## src/sv/mpc_pkg.sv

```systemverilog
// Shared types, constants and helpers for the Mandelbrot pixel colour block.
// Used by mpc_ctrl, mpc_datapath and mandelbrot_pixel_colour. No dependencies.
package mpc_pkg;

  localparam int COORD_BITS = 12;
  localparam int FRAC_BITS  = 28;
  localparam int FIX_W      = 32;
  localparam int ITER_W     = 16;
  localparam int COLOR_W    = 8;
  localparam int PROD_W     = 2 * FIX_W;
  localparam int CPROD_W    = FIX_W + COORD_BITS + 1;
  localparam int SAT_W      = CPROD_W + 1;
  localparam int DIV_STEPS  = COLOR_W;
  localparam int DIV_CNT_W  = $clog2(DIV_STEPS);
  localparam int NUM_CH     = 3;

  localparam int IN_DATA_W  = ((2 * COORD_BITS + 7) / 8) * 8;
  localparam int OUT_DATA_W = ((2 * COORD_BITS + 3 * COLOR_W + ITER_W + 7) / 8) * 8;

  localparam int CFG_IDX_W  = 3;
  localparam int CFG_DATA_W = FIX_W;

  localparam logic [CFG_IDX_W-1:0] CFG_MAX_ITER  = 3'd0;
  localparam logic [CFG_IDX_W-1:0] CFG_ORIGIN_RE = 3'd1;
  localparam logic [CFG_IDX_W-1:0] CFG_ORIGIN_IM = 3'd2;
  localparam logic [CFG_IDX_W-1:0] CFG_STEP_RE   = 3'd3;
  localparam logic [CFG_IDX_W-1:0] CFG_STEP_IM   = 3'd4;

  localparam logic [ITER_W-1:0]       RST_MAX_ITER  = 16'd256;
  localparam logic signed [FIX_W-1:0] RST_ORIGIN_RE = -32'sd536870912;
  localparam logic signed [FIX_W-1:0] RST_ORIGIN_IM = -32'sd268435456;
  localparam logic signed [FIX_W-1:0] RST_STEP_RE   = 32'sd1258291;
  localparam logic signed [FIX_W-1:0] RST_STEP_IM   = 32'sd1118481;

  // escape when |z|^2 > 4 in Q8.56
  localparam logic [PROD_W-1:0] MAG_LIMIT = PROD_W'(4) << (2 * FRAC_BITS);

  localparam logic [COLOR_W-1:0] RED_NUM    = 8'd255;
  localparam logic [COLOR_W-1:0] GREEN_NUM  = 8'd128;
  localparam logic [COLOR_W-1:0] BLUE_NUM   = 8'd64;
  localparam logic [COLOR_W-1:0] COLOR_BASE = 8'd200;

  localparam logic signed [SAT_W-1:0] SAT_HI =
    {{(SAT_W-FIX_W+1){1'b0}}, {(FIX_W-1){1'b1}}};
  localparam logic signed [SAT_W-1:0] SAT_LO =
    {{(SAT_W-FIX_W+1){1'b1}}, {(FIX_W-1){1'b0}}};

  typedef enum logic [2:0] {
    ST_IDLE,
    ST_C_MUL,
    ST_C_ADD,
    ST_Z_MUL,
    ST_Z_UPD,
    ST_DIV,
    ST_FINISH
  } mpc_state_t;

  typedef struct packed {
    logic load_in;
    logic c_mul;
    logic c_add;
    logic z_mul;
    logic z_step;
    logic div_init;
    logic div_step;
    logic out_load;
  } mpc_cmd_t;

  typedef struct packed {
    logic escape;
    logic at_max;
    logic div_last;
  } mpc_status_t;

  function automatic logic signed [FIX_W-1:0] sat_fix(input logic signed [SAT_W-1:0] v);
    logic signed [FIX_W-1:0] r;
    if (v > SAT_HI) begin
      r = SAT_HI[FIX_W-1:0];
    end else if (v < SAT_LO) begin
      r = SAT_LO[FIX_W-1:0];
    end else begin
      r = v[FIX_W-1:0];
    end
    return r;
  endfunction

endpackage

```

## src/sv/mpc_ctrl.sv

```systemverilog
// Controller FSM for the Mandelbrot pixel colour block: sequences c setup,
// the z iteration loop, the colour divider and the output register. Uses mpc_pkg.
module mpc_ctrl (
  input  logic                clk,
  input  logic                rst_n,
  input  logic                in_tvalid,
  output logic                in_tready,
  output logic                out_tvalid,
  input  logic                out_tready,
  input  mpc_pkg::mpc_status_t st,
  output mpc_pkg::mpc_cmd_t    cmd
);

  mpc_pkg::mpc_state_t state_r, state_nxt;
  logic                out_valid_r, out_valid_nxt;
  logic                out_free;

  assign out_free = !out_valid_r || out_tready;

  always_comb begin
    state_nxt = state_r;
    unique case (state_r)
      mpc_pkg::ST_IDLE:   if (in_tvalid) state_nxt = mpc_pkg::ST_C_MUL;
      mpc_pkg::ST_C_MUL:  state_nxt = mpc_pkg::ST_C_ADD;
      mpc_pkg::ST_C_ADD:  state_nxt = mpc_pkg::ST_Z_MUL;
      mpc_pkg::ST_Z_MUL:  state_nxt = mpc_pkg::ST_Z_UPD;
      mpc_pkg::ST_Z_UPD: begin
        if (st.escape) begin
          state_nxt = mpc_pkg::ST_DIV;
        end else if (st.at_max) begin
          state_nxt = mpc_pkg::ST_FINISH;
        end else begin
          state_nxt = mpc_pkg::ST_Z_MUL;
        end
      end
      mpc_pkg::ST_DIV:    if (st.div_last) state_nxt = mpc_pkg::ST_FINISH;
      mpc_pkg::ST_FINISH: if (out_free) state_nxt = mpc_pkg::ST_IDLE;
      default:            state_nxt = mpc_pkg::ST_IDLE;
    endcase
  end

  always_comb begin
    cmd       = '0;
    in_tready = 1'b0;
    unique case (state_r)
      mpc_pkg::ST_IDLE: begin
        in_tready   = 1'b1;
        cmd.load_in = in_tvalid;
      end
      mpc_pkg::ST_C_MUL:  cmd.c_mul = 1'b1;
      mpc_pkg::ST_C_ADD:  cmd.c_add = 1'b1;
      mpc_pkg::ST_Z_MUL:  cmd.z_mul = 1'b1;
      mpc_pkg::ST_Z_UPD: begin
        cmd.div_init = st.escape;
        cmd.z_step   = !st.escape && !st.at_max;
      end
      mpc_pkg::ST_DIV:    cmd.div_step = 1'b1;
      mpc_pkg::ST_FINISH: cmd.out_load = out_free;
      default: ;
    endcase
  end

  always_comb begin
    if (cmd.out_load) begin
      out_valid_nxt = 1'b1;
    end else if (out_tready) begin
      out_valid_nxt = 1'b0;
    end else begin
      out_valid_nxt = out_valid_r;
    end
  end

  always_ff @(posedge clk) begin
    if (!rst_n) begin
      state_r     <= mpc_pkg::ST_IDLE;
      out_valid_r <= 1'b0;
    end else begin
      state_r     <= state_nxt;
      out_valid_r <= out_valid_nxt;
    end
  end

  assign out_tvalid = out_valid_r;

  // output register never overwritten while a result waits
  a_no_overwrite: assert property (@(posedge clk) disable iff (!rst_n)
    cmd.out_load |-> (!out_valid_r || out_tready))
    else $error("result register loaded while full");

  a_accept_starts: assert property (@(posedge clk) disable iff (!rst_n)
    (in_tvalid && in_tready) |=> state_r == mpc_pkg::ST_C_MUL)
    else $error("accepted pixel did not start c setup");

  a_escape_div: assert property (@(posedge clk) disable iff (!rst_n)
    (state_r == mpc_pkg::ST_Z_UPD && st.escape) |=> state_r == mpc_pkg::ST_DIV)
    else $error("escape did not start the divider");

  a_valid_from_finish: assert property (@(posedge clk) disable iff (!rst_n)
    $rose(out_valid_r) |-> $past(state_r) == mpc_pkg::ST_FINISH)
    else $error("result shown outside finish");

endmodule

```

## config.mk

```make
export PLATFORM = sky130hd
export DESIGN_NAME = mpc_ctrl
export DESIGN_NICKNAME = d
export VERILOG_FILES = /design/src/sv/mpc_pkg.sv /design/src/sv/mpc_ctrl.sv
export SDC_FILE = /design/constraint.sdc
export NUM_CORES = 1
export LEC_CHECK = 0
export ABC_CLOCK_PERIOD_IN_PS = 1750
export BUFFER_PORTS_ARGS = -buffer_cell sky130_fd_sc_hd__clkbuf_2
export CAP_MARGIN = 20
export CORE_AREA = 2 2 39 41
export CTS_CLUSTER_DIAMETER = 100
export DETAILED_ROUTE_END_ITERATION = 10
export DIE_AREA = 0 0 41 43
export MAX_ROUTING_LAYER = met4
export PLACE_DENSITY_LB_ADDON = 0.25
export SLEW_MARGIN = 20
export SYNTH_ARGS = -nofsm -noshare
export SYNTH_HDL_FRONTEND = slang
export SYNTH_SLANG_ARGS = --single-unit
```

## constraint.sdc

```tcl
create_clock -name clk -period 1.75 [get_ports clk]
set_input_delay 0.175 -clock clk [delete_from_list [all_inputs] [get_ports clk]]
set_output_delay 0.175 -clock clk [all_outputs]
set_load 0.02 [all_outputs]
```

# Yosys cells after proc, flatten, opt, wreduce, memory -nomap -nowiden
# Cells that the tools add are included.
# totals
reg_bits	4
in_bits	7
out_inout_bits	10
word_cells	35
# classes
n_mux	16
n_eq_ne	9
reduce_logical	8
# op_table
cell	count
3-bit case mux with 7 select lines	1
3-bit 2-to-1 mux	5
3-bit equality test (second input constant)	3
1-bit 2-to-1 mux	9
3-bit by 2-bit equality test with 1-bit output (second input constant)	2
2-bit inequality test (second input constant)	3
3-bit by 1-bit equality test with 1-bit output (second input constant)	1
1-bit logical NOT	3
3-bit logical NOT	1
3-bit AND reduction	1
2-bit 2-to-1 mux	1
2-bit nonzero test	1
1-bit logical AND	1
1-bit logical OR	1

# Logic depth before layout (Yosys ltp)
# logic_depth
depth_word	4
ltp_mapped	4
mapped_depth_nobuf	4

# Worst setup path after synthesis
# OpenSTA, ideal clock, no wires.
# synth_path
path_type	register to output
start	register state_r[2]
end	output cmd[7] (netlist bit)
setup_slack_ns	0.180
path_buffers	1
arrival_ns	1.395
path_stages_with_launch	4
t_required_ns	1.575
cell_sequence	dfxtp_1 buf_4 nor3_1 and2_1
# synth_rtl
item	line_no	rtl
start, declared	mpc_ctrl.sv:14	mpc_pkg::mpc_state_t state_r, state_nxt;
start signal, assigned	mpc_ctrl.sv:75	state_r <= mpc_pkg::ST_IDLE;
start signal, assigned	mpc_ctrl.sv:78	state_r <= state_nxt;
end, declared	mpc_ctrl.sv:11	output mpc_pkg::mpc_cmd_t cmd

==> impl_metrics.csv <==
group,metric,value,unit
placed_design,place_ws,0.444,ns
global_routing,overflow,0,
global_routing,grt_max_degree,13,
sta,fin_skew,0.00164,ns
clock_tree,ctsHoldBuffers,0,
die,core_area,1380,sq um
pwr,power.leakage,0.200,nW
logic_synthesis,synth-xor-area-share,0,
worst_setup_path,end_kind,"output pin",
placed_design,place_area,387,sq um
global_routing,grt_use_met2,0.125,
worst_setup_path,crit_fanout,11,
clock_tree,cts_resized,0,
final_layout,final_util,0.296,
pwr,powerDensity,1270,nW/um^2
final_layout,drive_gt1_frac,0.386,
clock_tree,htreeDepth,1,
run,maxCapViolations,0,
sta,worst_pin_slew,0.380,ns
pwr,ir_worst_vdd,393,uV
sta,max_freq,0.666,GHz
logic_synthesis,yosys_register_bits,4,
logic_synthesis,synthDistinctLibCells,26,
final_layout,final_area,409,sq um
logic_synthesis,ys_warn_count,0,
die,pin_count,17,
sta,final.setup.tns,0,ns
final_layout,final-seq-area,80.1,sq um
drt,drc,0,
drt,ant_nets,0,
run_status,status,"complete, no violations",
logic_synthesis,synth.top_cell.area_share,0.250,
drt,viasPerCell,4.79,
global_routing,antenna_found_initial,0,
logic_synthesis,synth-compound-area-share,0.234,
drt,num_vias,350,
logic_synthesis,syn_inst,42,
clock_tree,clkSinkCount,4,
sta,fin_crit_sh,0.857,
logic_synthesis,synth_area_leader_cell,"dfxtp_1",
logic_synthesis,netlist_top_cells_area,"dfxtp_1 (25%), nor3_1 (7.8%), buf_4 (7.0%), inv_1 (4.7%), buf_6 (3.5%)",
drt,routedWlPerCell,9.93,microns
clock_tree,clk_root_buffer_cell,"clkbuf_4",
die,die_x,41,microns
die,num_rows,14,
logic_synthesis,synthMuxAreaShare,0,
sta,setup_ws,0.249,ns
logic_synthesis,syn_nets,49,
clock_tree,post_cts_buffers,0,
global_routing,top_usage_layer,"met1",
clock_tree,numCtsBuffers,3,
hold_path,hp-class,"input port to flop",
die,die-area,1760,sq um
sta,drv_slew,0,
sta,finalSetupViolCount,0,
drt,routed_wl,725,microns
hold_path,hold_path_depth,2,
final_layout,nFillCells,168,
clock_tree,path_clk_slew,0.04,ns
worst_setup_path,cp.required,1.57,ns
drt,firstDrtPassIters,2,
logic_synthesis,synthAdderAreaFrac,0,
final_layout,n_antenna_cell,0,
global_routing,met1_usage,0.125,
logic_synthesis,avgSynthCellArea,7.63,sq um
clock_tree,clock_path_buffers,2,
final_layout,final_nets,66,
logic_synthesis,synth_top_family_by_area,"simple AND/OR/NAND/NOR gates",
placed_design,place.gp.congestion,0.696,
worst_setup_path,criticalPathCategory,"flop to output pin",
logic_synthesis,ys_seq_area_frac,0.250,
global_routing,grt_pass1_vias,289,
logic_synthesis,synthesis.area,320,sq um
clock_tree,clk_latency,0.23,ns
final_layout,stdcell_count,73,
drt,drtIter0Drc,7,
sta,fin_crit,1.50,ns
global_routing,met3_usage,0.0157,
logic_synthesis,synth_simple_gate_area_share,0.363,
die,die_h,43,microns
sta,rsz0062_at_grt,"false",
worst_setup_path,rr_worst_depth,3,
placed_design,place_inst,70,
worst_setup_path,cp.arrival,1.33,ns
sta,slew_headroom,0.746,
global_routing,track_usage,0.0997,
global_routing,grt_pass1_wl,1130,microns
clock_tree,cts_tree,"yes",
die,start_util,0.231,
placed_design,post-dp-hpwl,599,microns
sta,hold_viol,0,
final_layout,multi_input_area,191,sq um
worst_setup_path,critPathLaunchType,"flop",
final_layout,synthToLayoutAreaGrowth,27.7,%
placed_design,port_buffers,16,
-- power breakdown --
part / switching (W) / internal [W]
clock: 0.0000391 / 0.0000768
sequential: 0.0000548 / 0.000112
combinational: 0.000134 / 0.000102
-- per-stage QoR --
step / hold WS, ns / total power (W)
CTS: 0.191 / 0.000529
detailed placement: 0.450 / 0.000406
global route: 0.209 / 0.000556
global placement: 0.453 / 0.000407
finish: 0.202 / 0.000518
floorplan: 0.306 / 0.000361
-- worst paths after layout --
| check | start | end | slack, ns |
|---|---|---|---|
| hold / removal | rst_n | state_r[2] | 0.20 |
| setup reg to reg | state_r[2] | state_r[0] | 0.44 |
| hold reg to reg | out_tvalid | out_tvalid | 0.49 |
| setup / recovery | state_r[0] | cmd[6] | 0.25 |
-- state kept, by name, indices dropped and copies added (netlist names) --
signal,cells
out_tvalid,1
state_r,3
-- cell families after synthesis --
logic type / Yosys count
flops: 4
simple gates: 20
compound gates: 10
buf+inv: 8
-- metal layers --
metal  wire (microns)  vias to the layer above
li1                 -                      180
met1              331                      159
met2              353                       11
met3               41                        0
met4                0                        0
met5                0                        -
-- synth_stat cells --
cell	number
nor3_1	5
dfxtp_1	4
inv_1	4
buf_4	3
nor2_1	3
a21oi_1	2
nand2_1	2
a21boi_0	1
a21oi_2	1
a22o_1	1
a31oi_1	1
and2_1	1
and3b_1	1
buf_6	1
nand2b_1	1
nand2b_2	1
nand3_1	1
nand4_1	1
nor2b_1	1
nor3b_1	1
nor4_1	1
o21ai_0	1
o21bai_1	1
o221a_1	1
o311a_1	1
or3_4	1
-- layout by cell type, fill, tap and decap left out --
cell,instances
clkbuf_2,16
nor3_1,5
inv_1,4
dfxtp_1,4
nor2_1,3
clkbuf_4,3
a21oi_1,2
nand2_1,2
nand3_1,1
nand2b_2,1
nor3b_1,1
nor4_1,1
and2_1,1
a31oi_1,1
nand4_1,1
or3_4,1
a21oi_2,1
o21bai_1,1
o221a_1,1
nor2b_1,1
o21ai_0,1
a22o_1,1
and3b_1,1
nand2b_1,1
o311a_1,1
a21boi_0,1
-- critical path: stages (launching register included) --
cell      delay, ns
dfxtp_1        0.53
inv_1          0.15
nor3_1         0.21
clkbuf_2       0.20
-- layout make-up --
class,instances,area share
Clock buffer,3,0.0550
Multi-Input combinational cell,30,0.468
Tap cell,16,0.0489
Inverter,4,0.0367
Sequential cell,4,0.196
Timing Repair Buffer,16,0.196
(Power assumes the default switching activity.)
